[config.mk]
export PLATFORM = sky130hd
export DESIGN_NAME = susi_cell
export DESIGN_NICKNAME = d
export VERILOG_FILES = /design/src/sv/sorted_unique_set_insert_unit_assert.svh /design/src/sv/susi_pkg.sv /design/src/sv/susi_cell.sv
export SDC_FILE = /design/constraint.sdc
export NUM_CORES = 1
export LEC_CHECK = 0
export ABC_CLOCK_PERIOD_IN_PS = 3600
export BUFFER_PORTS_ARGS = -buffer_cell sky130_fd_sc_hd__buf_2
export CAP_MARGIN = 15
export CORE_UTILIZATION = 46
export DETAILED_ROUTE_END_ITERATION = 8
export MAX_ROUTING_LAYER = met4
export PLACE_DENSITY = 0.8
export SETUP_SLACK_MARGIN = 0.5
export SYNTH_ARGS = -nofsm -noshare
export SYNTH_HDL_FRONTEND = slang
export SYNTH_SLANG_ARGS = --single-unit
[constraint.sdc]
create_clock -name clk -period 3.6 [get_ports clk]
set_input_delay 0.36 -clock clk [delete_from_list [all_inputs] [get_ports clk]]
set_output_delay 0.36 -clock clk [all_outputs]
set_load 0.1 [all_outputs]
[src/sv/sorted_unique_set_insert_unit_assert.svh]
// ----------------------------------------------------------------------------
// Sorted unique set insert unit assertion macros
// Concurrent assertion wrappers on clk with synchronous reset rst.
// ----------------------------------------------------------------------------
`ifndef SORTED_UNIQUE_SET_INSERT_UNIT_ASSERT_SVH
`define SORTED_UNIQUE_SET_INSERT_UNIT_ASSERT_SVH
`ifndef SYNTHESIS
`define SUSI_ASSERT_ALWAYS(lbl, cond) \
  lbl: assert property (@(posedge clk) disable iff (rst) (cond)) \
    else $error("sorted set invariant violated");
`define SUSI_ASSERT_SAME(lbl, ante, cons) \
  lbl: assert property (@(posedge clk) disable iff (rst) (ante) |-> (cons)) \
    else $error("sorted set same-cycle check failed");
`define SUSI_ASSERT_NEXT(lbl, ante, cons) \
  lbl: assert property (@(posedge clk) disable iff (rst) (ante) |=> (cons)) \
    else $error("sorted set next-cycle check failed");
`else
`define SUSI_ASSERT_ALWAYS(lbl, cond)
`define SUSI_ASSERT_SAME(lbl, ante, cons)
`define SUSI_ASSERT_NEXT(lbl, ante, cons)
`endif
`endif

[src/sv/susi_pkg.sv]
// ----------------------------------------------------------------------------
// Sorted unique set insert package
// Field widths, request and status codes, and the cell flag type.
// ----------------------------------------------------------------------------
package susi_pkg;

  localparam int REQ_TYPE_W = 2;
  localparam int IN_VALUE_W = 32;
  localparam int INDEX_W    = 6;
  localparam int STATUS_W   = 2;
  localparam int COUNT_W    = 7;

  localparam logic [REQ_TYPE_W-1:0] REQ_INSERT = 2'd0;
  localparam logic [REQ_TYPE_W-1:0] REQ_READ   = 2'd1;
  localparam logic [REQ_TYPE_W-1:0] REQ_CLEAR  = 2'd2;

  localparam logic [STATUS_W-1:0] ST_DONE  = 2'd0;
  localparam logic [STATUS_W-1:0] ST_DUP   = 2'd1;
  localparam logic [STATUS_W-1:0] ST_FULL  = 2'd2;
  localparam logic [STATUS_W-1:0] ST_RANGE = 2'd3;

  typedef struct packed {
    logic lt;
    logic eq;
  } cell_flags_t;

endpackage

[src/sv/susi_cell.sv]
// ----------------------------------------------------------------------------
// Sorted set cell
// Holds one element, compares it with the key and shifts on insert.
// ----------------------------------------------------------------------------
module susi_cell import susi_pkg::*; #(
  parameter int VALUE_WIDTH = 32,
  parameter int CW          = 7,
  parameter int INDEX       = 0
) (
  input  logic                          clk,
  input  logic [CW-1:0]                 count,
  input  logic signed [VALUE_WIDTH-1:0] key,
  input  logic                          prev_lt,
  input  logic signed [VALUE_WIDTH-1:0] prev_value,
  input  logic                          insert_en,
  output cell_flags_t                   flags,
  output logic signed [VALUE_WIDTH-1:0] value
);

  logic occupied;

  assign occupied = count > CW'(INDEX);
  assign flags.lt = occupied && (value < key);
  assign flags.eq = occupied && (value == key);

  always_ff @(posedge clk) begin
    if (insert_en && !flags.lt) begin
      value <= prev_lt ? key : prev_value;
    end
  end

endmodule

==> results of run 1 <==
==> layout make-up <==
type | count | area (sq um) | share of cell area, %
Clock buffer | 7 | 76.3 | 2.63
Clock inverter | 1 | 3.75 | 0.129
Inverter | 32 | 120 | 4.14
Multi-Input combinational cell | 121 | 1120 | 38.7
Sequential cell | 32 | 961 | 33.1
Tap cell | 52 | 65.1 | 2.24
Timing Repair Buffer | 109 | 551 | 19.0
==> worst max path at each step <==
stage / to / cells past startpoint / startpoint / slack (ns)
3_5_place_dp: value[19]$_DFFE_PP_ / 8 / key[31] / 0.76
2_1_floorplan: value[0]$_DFFE_PP_ / 6 / value[14]$_DFFE_PP_ / 0.58
4_1_cts: flags[1] / 7 / value[30]$_DFFE_PP_ / 0.70
6_report: flags[1] / 7 / value[30]$_DFFE_PP_ / 0.72
5_1_grt: flags[1] / 7 / value[30]$_DFFE_PP_ / 0.63
3_3_place_gp: value[19]$_DFFE_PP_ / 8 / key[31] / 0.92
==> cell usage after synthesis <==
cell type,instances,area [sq um]
o41a_1,1,11.3
a221oi_1,1,8.76
nor3_1,3,15.0
o21ai_0,4,20.0
a21o_1,2,15.0
edfxtp_1,32,961
nand2b_1,1,6.26
o211ai_2,1,12.5
a21oi_1,14,70.1
nor4_2,1,12.5
nor2_1,1,3.75
ha_1,32,400
nand4_1,7,43.8
nand2_1,8,30.0
buf_2,3,15.0
a21oi_2,1,8.76
clkbuf_1,1,3.75
a21boi_2,1,11.3
nand3_1,2,10.0
o211a_1,1,10.0
mux2_1,1,11.3
nor4_1,2,12.5
mux2_2,31,349
and3_2,1,7.51
o21a_1,2,15.0
inv_1,32,120
nand4_2,1,12.5
a2bb2oi_1,1,8.76
nor2b_1,1,6.26
==> routing by layer <==
metal | global-route usage (%) | vias to the layer above | wire (microns)
met2 | 35.1 | 64 | 2420
met4 | 9.56 | 0 | 95
met3 | 3.23 | 8 | 247
met5 | - | - | 0
li1 | - | 921 | -
met1 | 22.8 | 830 | 2010
==> power by group through the flow <==
stage / logic, mW / registers [mW] / clock network, mW
final: 0.566 / 0.485 / 0.261
after global routing: 0.600 / 0.491 / 0.276
after CTS: 0.571 / 0.485 / 0.269
after detailed placement: 0.569 / 0.493 / 0
after global placement: 0.560 / 0.492 / 0
after floorplan: 0.176 / 0.761 / 0
==> per-stage QoR <==
stage	util (%)	area, sq um
3_5_place_dp	63.0	2820
3_3_place_gp	63.0	2820
5_1_grt	64.8	2900
2_1_floorplan	-	2220
6_report	64.8	2900
4_1_cts	64.8	2900
==> kinds of logic (layout without fill, tap and decap cells) <==
family	after synthesis	in the layout	synth area share, %
buffers and inverters	36	149	6.28
AND/OR/NAND/NOR	28	28	7.24
adder cells (fa/ha/maj)	32	32	18.1
AO/OA/AOI/OAI	29	29	8.65
flip-flops	32	32	43.4
multiplexers	32	32	16.3
==> worst reg2reg max path, stage by stage, from the launching register on <==
cell	delay, ns
edfxtp_1	0.38
ha_1	0.35
nand4_1	0.19
nor4_1	0.50
o41a_1	0.32
o211a_2	0.42
buf_4	0.28
==> placed cells by master (no fill, tap or decap), drive strengths merged, types with 2 or more instances in the layout <==
cell type / Yosys / routed
nand3: 2 / 2
buf: 3 / 109
o21ai: 4 / 4
nor3: 3 / 3
nor4: 3 / 3
ha: 32 / 32
o21a: 2 / 2
nand4: 8 / 8
inv: 32 / 32
nand2: 8 / 8
a21o: 2 / 2
a21oi: 15 / 15
edfxtp: 32 / 32
clkbuf: 1 / 7
mux2: 32 / 32
==> results.yml, run 1 <==
detailed_routing:
  firstDrtPassIters: 6
  drt_wl_total_microns: 4780
  viasPerCell: 5.15
  drc: 7
  antenna_left: 0
  drtIter0Drc: 57
  num_vias: 1823
  wl_per_cell_microns: 13.5
final_layout:
  reg_top3: "value: 32 flops"
  antennaDiodeCount: 0
  final_cells: 354
  fillers: 370
  area_growth_pct: 31.1
  top_register: "value"
  drive_above_1_share_pct: 50.7
  largest_register_ffs: 32
  num-nets-final: 407
outcome:
  status: "finished with violations"
  violations: "DRC"
yosys:
  syn_avg_cell_area_sq_um: 11.7
  synthesis.area_sq_um: 2210
  ys_ff_latch: 32
  syn-instance-count: 189
  ys_seq_area_share_pct: 43.4
  ys_warn_count: 0
  ys_types: 29
  syn_nets: 295
die:
  dieArea_sq_um: 5090
  num_io_pins: 108
  die_w_microns: 71.3
  core_area_sq_um: 4470
  initial_core_util_pct: 49.4
  die_y_microns: 71.3
  rows: 24
place:
  routabilityCongestion: 0.753
  hpwl_microns: 3970
  numPortBuffers: 107
  dp_slack_ns: 0.758
  dp.cells: 346
sta:
  finalCriticalPeriod_ns: 2.88
  holdWs_ns: 0.371
  fmax_mhz: 347
  tightest_slew_ns: 0.707
  rsz0062_at_grt: "no"
  period_share_pct: 80.1
  finalClockSkew_ns: 0.00200
  setup_ws_ns: 0.718
  hold_violations: 0
  finalMaxSlewViolations: 0
  relSlewSlack_pct: 52.9
  setup_tns_ns: 0
  finalSetupViolCount: 0
worst_setup_path:
  cpPeakStageDelay_ns: 0.44
  path_class: "flip-flop to output pin"
  cp_max_fo: 3
  crit_buf_inv: 1
  r2r_slack_ns: 0.87
  cp-end-kind: "output pin"
  path_cells: "ha_1, a21oi_1, nand2_1, a221oi_1, nand4_1, o21ai_4, buf_2"
  cp-start-kind: "flip-flop"
  worstRegToRegCells: 6
  cp.required_ns: 3.24
  r2r_start: "value[31]$_DFFE_PP_"
  critPathSlowestCell: "buf_2"
  crit_family: "compound AO/OA/AOI/OAI gates"
  cp.arrival_ns: 2.52
  reg2reg_to: "value[23]$_DFFE_PP_"
clock_tree:
  path_clk_slew_ns: 0.06
  ctsHoldBuffers: 0
  htree_levels: 2
  cts-resized-gates: 0
  cts_setup_buffers: 0
  cts_tree: "built"
  cts.path.max_buffers: 2
  numCtsBuffers: 5
  cts-root-buf: "clkbuf_8"
  clock_sinks: 32
  clkLatencyLatePin_ns: 0.28
power:
  leakagePower_nw: 1.42
  intPower_mw: 0.741
  switchingPower_mw: 0.571
  ir_drop_mv: 0.261
  seqPwrFrac_pct: 37.0
  design_power_total_mw: 1.31
  pwr-share-comb_pct: 43.2
  swShare_pct: 43.5
  clkPwrFrac_pct: 19.9
  power_density_nw_per_um2: 452
global_route:
  grt_pass1_vias: 1834
  grt_pass1_wl_microns: 7690
  grt_use_total_pct: 20.2
  grt_antenna_before_repair: 0
  grt_max_degree: 33
  gr-total-overflow: 0
worst_hold_path:
  min_path_cells: 2
  hold_start: "prev_value[2]"
  hp-class: "primary input to flip-flop"
  min_to: "value[2]$_DFFE_PP_"
flow_run:
  drv_cap: 0
Note: power is estimated with default switching activity, not from simulation.
==> run 2: changes to the inputs <==
Settings changed: ABC_AREA from default to 1, ABC_CLOCK_PERIOD_IN_PS 3600 to 2850, CORE_UTILIZATION 46 to 47, PLACE_DENSITY 0.8 to 0.81.
Clock period 3.6 ns to 2.85 ns, I/O delays scaled along.
==> run 2 against run 1 <==
  * The run still ends with DRC left
  * Setup slack got worse by 0.16 ns
  * Global-route usage increased by 0.10 points
  * Hold slack got worse by 0.055 ns
  * Total power increased by 34%
  * Synthesized area increased by 0.51%
  * Clock skew increased by 0.0079 ns
  * Count of clock-buffer cells in the layout decreased by 1
  * Largest cell class unchanged
  * Largest power group unchanged
==> results.yml, run 2 <==
detailed_routing:
  drt_wl_total_microns: 5110
  drc: 18
  antenna_left: 0
  firstDrtPassIters: 6
  drtIter0Drc: 88
  wl_per_cell_microns: 12.1
  viasPerCell: 4.93
  num_vias: 2075
sta:
  finalSetupViolCount: 0
  finalCriticalPeriod_ns: 2.29
  rsz0062_at_grt: "no"
  hold_violations: 0
  finalClockSkew_ns: 0.00985
  holdWs_ns: 0.316
  fmax_mhz: 437
  relSlewSlack_pct: 66.4
  period_share_pct: 80.2
  finalMaxSlewViolations: 0
  tightest_slew_ns: 0.507
  setup_ws_ns: 0.563
place:
  dp.cells: 410
  routabilityCongestion: 0.782
  numPortBuffers: 107
  hpwl_microns: 3840
  dp_slack_ns: 0.598
die:
  num_io_pins: 108
  dieArea_sq_um: 5010
  initial_core_util_pct: 50.0
  die_w_microns: 70.8
  die_y_microns: 70.8
  core_area_sq_um: 4440
  rows: 24
worst_setup_path:
  cp-start-kind: "flip-flop"
  path_class: "flip-flop to output pin"
  cp-end-kind: "output pin"
  worstRegToRegCells: 12
  cp_max_fo: 2
  cp.arrival_ns: 2.00
  cp.required_ns: 2.57
yosys:
  synthesis.area_sq_um: 2220
  syn-instance-count: 254
  synthFlopType: "edfxtp_1"
  synthArstFlopShare_pct: 0
  synth_edf_count: 32
  yosysMostFrequentCell: "a21oi_1"
  syn_nets: 360
  ys_types: 22
  syn_avg_cell_area_sq_um: 8.75
  synth_area_leaders: "edfxtp_1, ha_1, a21oi_1, inv_1, nor2_1"
  ys_warn_count: 0
  synth_top_area_share_pct: 43.2
  ys_ff_latch: 32
  synth_common_cells: "a21oi_1, inv_1, nor2_1"
  synth_top_area_cell: "edfxtp_1"
  ys_seq_area_share_pct: 43.2
power:
  ir_drop_mv: 0.460
  design_power_total_mw: 1.76
  power_density_nw_per_um2: 547
  leakagePower_nw: 1.56
final_layout:
  final_cells: 421
  drive_above_1_share_pct: 44.4
  top_register: "value"
  fillers: 353
  final_common_cell: "buf_2"
  largest_register_ffs: 32
  num-nets-final: 474
  antennaDiodeCount: 0
  most-common-layout-cells: "buf_2, inv_1, a21oi_1"
  reg_top3: "value: 32 flops"
  area_growth_pct: 44.3
clock_tree:
  htree_levels: 2
  path_clk_slew_ns: 0.07
  cts_tree: "built"
  ctsHoldBuffers: 0
  cts.path.max_buffers: 2
  cts-root-buf: "clkbuf_8"
  numCtsBuffers: 5
  clock_sinks: 32
  clkLatencyLatePin_ns: 0.28
worst_hold_path:
  hp-class: "primary input to flip-flop"
  min_path_cells: 2
global_route:
  grt_use_total_pct: 20.3
  grt_pass1_wl_microns: 7710
  grt_max_degree: 45
  grt_pass1_vias: 1881
  gr-total-overflow: 0
  grt_antenna_before_repair: 0
outcome:
  status: "finished with violations"
  violations: "DRC"
flow_run:
  drv_cap: 0
## run 2: cell count changes in the layout (fill, tap and decap cells not counted), moves of 5 or more
cell,delta
nand2_2,+9
ha_1,-12
nand2_1,+19
a21oi_1,+23
nor2_4,+5
ha_4,+12
nor2_1,+35
nand4_1,-6
inv_1,+9
mux2_2,-30
buf_4,+5
a21oi_2,+8
## run 2: kinds of logic (layout without fill, tap and decap cells)
group	after synthesis	after routing	synth area share (%)
and+or+nand+nor	88	88	17.4
buffers and inverters	50	165	8.67
AOI/OAI and AO/OA	51	51	12.2
adders and majority gates	32	32	18.0
DFF	32	32	43.2
muxes	1	1	0.506
## run 2: final cells by class
class | count | area, sq um | share of cell area [%]
clock buffers | 6 | 72.6 | 2.26
clock inverters | 2 | 35.0 | 1.09
inverters | 43 | 161 | 5.03
multi-input cells | 172 | 1310 | 40.7
flip-flops and latches | 32 | 961 | 29.9
well taps | 52 | 65.1 | 2.03
repair buffers | 114 | 609 | 19.0
## run 2: timing repair
action,4_1_cts,5_1_grt
cloned,0,0
buffers inserted,0,3
pin swaps,0,25
endpoints found under the setup margin,2,22
gates resized for setup,5,32
## run 2: power breakdown
group | total (mW) | switching (mW) | internal, mW
Clock | 0.427 | 0.168 | 0.259
Combinational | 0.722 | 0.521 | 0.200
Sequential | 0.606 | 0.0272 | 0.579
## run 2: worst paths after layout
check,from,end,slack (ns)
setup / recovery,value[23]$_DFFE_PP_,flags[1],0.56
hold / removal,prev_value[0],value[0]$_DFFE_PP_,0.32
setup reg to reg,value[11]$_DFFE_PP_,value[8]$_DFFE_PP_,0.67
hold reg to reg,value[31]$_DFFE_PP_,value[0]$_DFFE_PP_,1.34
## run 2: layer usage
metal	vias up	share of wire, %	GRT usage (%)
met5	-	0	-
met4	0	1.2	8.00
met3	4	5.5	3.42
met2	78	50	35.8
met1	917	43	23.1
li1	1076	-	-
## run 2: critical path, cell delays in order, from the launching register on
cell and delay (ns):
edfxtp_1 0.43, ha_4 0.25, a21oi_1 0.13, o21a_1 0.14, nand2_1 0.07, a21oi_2 0.21
a21oi_2 0.10, nor2_4 0.18, buf_12 0.19
## run 2: stage by stage
stage | cell area [sq um] | setup TNS (ns) | util [%]
floorplan | 2250 | -4.85 | -
global placement | 2850 | 0 | 64.1
detailed placement | 2850 | 0 | 64.1
CTS | 2970 | 0 | 66.9
global route | 3210 | 0 | 72.2
finish | 3210 | 0 | 72.2
==> run 3: changes to the inputs <==
Settings changed: ABC_AREA 1 to 0, ABC_CLOCK_PERIOD_IN_PS 2850 to 2220, CORE_UTILIZATION 47 to 46, PLACE_DENSITY 0.81 to 0.8.
Clock period 2.85 ns to 2.22 ns, I/O delays scaled along.
==> run 3 against run 2 <==
  * The flow finishes with violations (DRC, setup timing)
  * Routed wire length grew 8.0%
  * Via count shrank 6.4%
  * Clock skew shrank 0.0040 ns
  * Setup slack lost 0.77 ns
  * Core utilization grew 3.8 points
  * Final cell count shrank 9.7%
  * Die area grew 1.6%
  * Non-clock buffer count grew 19
  * Sequential power grew 32%
  * Critical path depth is the same
  * Hold slack lost 0.084 ns
  * Count of clock-buffer cells in the layout shrank 1
  * Largest power group unchanged
  * Highest routed layer unchanged
==> results.yml, run 3 (same netlist as run 1, synthesis figures left out) <==
clock_tree:
  numCtsBuffers: 5
  cts-root-buf: "clkbuf_8"
  path_clk_slew_ns: 0.07
  clkLatencyLatePin_ns: 0.28
  htree_levels: 2
  clock_sinks: 32
  cts.path.max_buffers: 2
  cts_tree: "built"
flow_run:
  drv_cap: 0
power:
  power_density_nw_per_um2: 713
  ir_drop_mv: 0.462
  leakagePower_nw: 1.57
worst_hold_path:
  hp-class: "primary input to flip-flop"
sta:
  hold_violations: 0
  finalMaxSlewViolations: 0
  setup_ws_ns: -0.209
  finalSetupViolCount: 34
  rsz0062_at_grt: "yes"
  period_share_pct: 109
  finalCriticalPeriod_ns: 2.43
  fmax_mhz: 412
  finalClockSkew_ns: 0.00581
  relSlewSlack_pct: 49.4
  tightest_slew_ns: 0.759
global_route:
  gr-total-overflow: 0
  grt_use_total_pct: 23.0
  grt_max_degree: 33
  grt_pass1_vias: 1960
  grt_pass1_wl_microns: 8690
  grt_antenna_before_repair: 0
worst_setup_path:
  r2r_start: "value[13]$_DFFE_PP_"
  cp.required_ns: 2.00
  reg2reg_to: "value[23]$_DFFE_PP_"
  cp-end-kind: "output pin"
  worstRegToRegCells: 7
  cp.arrival_ns: 2.21
  cp_max_fo: 2
  r2r_slack_ns: -0.11
  path_class: "flip-flop to output pin"
  cp-endpoint: "flags[1]"
  startpoint: "value[11]$_DFFE_PP_"
  cp-start-kind: "flip-flop"
detailed_routing:
  drc: 8
  drtIter0Drc: 54
  antenna_left: 0
  drt_wl_total_microns: 5510
  wl_per_cell_microns: 14.5
  firstDrtPassIters: 6
  viasPerCell: 5.11
  num_vias: 1943
die:
  core_area_sq_um: 4470
  die_w_microns: 71.3
  num_io_pins: 108
  dieArea_sq_um: 5090
  die_y_microns: 71.3
  rows: 24
  initial_core_util_pct: 49.4
final_layout:
  reg_top3: "value: 32 flops"
  most-common-layout-cells: "buf_2, inv_1, edfxtp_1"
  area_growth_pct: 53.7
  regArea_sq_um: 961
  finalCoreUtilization_pct: 76.0
  top_register: "value"
  fillers: 306
  final_common_cell: "buf_2"
  num-nets-final: 433
  drive_above_1_share_pct: 60.7
  antennaDiodeCount: 0
  multiInputGateArea_sq_um: 1390
  largest_register_ffs: 32
place:
  dp_slack_ns: -0.199
  hpwl_microns: 4220
  routabilityCongestion: 0.825
  numPortBuffers: 107
outcome:
  violations: "DRC, setup timing"
  status: "finished with violations"
run 3: critical path, stage by stage, from the launching register on:
cell,delay [ns]
edfxtp_1,0.44
ha_4,0.24
buf_4,0.13
a21oi_1,0.14
a21oi_1,0.08
o41a_1,0.42
buf_4,0.15
o21ai_4,0.14
buf_12,0.19
run 3: stage by stage:
stage               std cells  total power, mW  hold WS (ns)  cell area [sq um]  setup TNS [ns]
floorplan                 189             1.57         0.423               2380          -18.29
CTS                       377             2.41         0.229               3320           -3.12
finish                    380             2.42         0.232               3400           -2.44
global route              380             2.53         0.234               3400           -6.29
detailed placement        362             1.83         0.524               3130           -6.37
global placement          362             1.81         0.519               3130           -2.79
run 3: repair_timing:
| action | 4_1_cts | 5_1_grt |
|---|---|---|
| buffers inserted | 5 | 3 |
| setup endpoints to repair | 34 | 34 |
| gates cloned | 2 | 0 |
| gates resized for setup | 4 | 7 |
| pin swaps | 5 | 9 |
| hold buffers | 0 | 0 |
run 3: worst min path at each step:
stage,from,endpoint,slack (ns),cells after the start
after CTS,prev_value[2],value[2]$_DFFE_PP_,0.23,2
after global placement,prev_value[2],value[2]$_DFFE_PP_,0.52,2
after detailed placement,prev_value[2],value[2]$_DFFE_PP_,0.52,2
after floorplan,prev_value[2],value[2]$_DFFE_PP_,0.42,1
after global routing,prev_value[7],value[7]$_DFFE_PP_,0.23,2
final,prev_value[2],value[2]$_DFFE_PP_,0.23,2
run 3: metal layers:
layer	vias to the layer above	routed length (microns)	share of wire, %	track usage [%]
li1	980	-	-	-
met1	873	2240	41	26.2
met2	76	2870	52	40.7
met3	14	255	4.6	3.38
met4	0	148	2.7	9.11
met5	-	0	0	-
run 3: area by class of cell:
type / count / area share (%)
clock inverter: 3 / 1.10
timing repair buffer: 133 / 22.4
sequential: 32 / 28.3
inverter: 32 / 3.53
tap: 52 / 1.91
multi-input combinational: 123 / 40.8
clock buffer: 5 / 2.02
run 3: power breakdown:
| group | internal [mW] | switching (mW) | leakage (nW) |
|---|---|---|---|
| Clock | 0.327 | 0.214 | 0.0532 |
| Combinational | 0.346 | 0.738 | 1.22 |
| Sequential | 0.755 | 0.0442 | 0.302 |
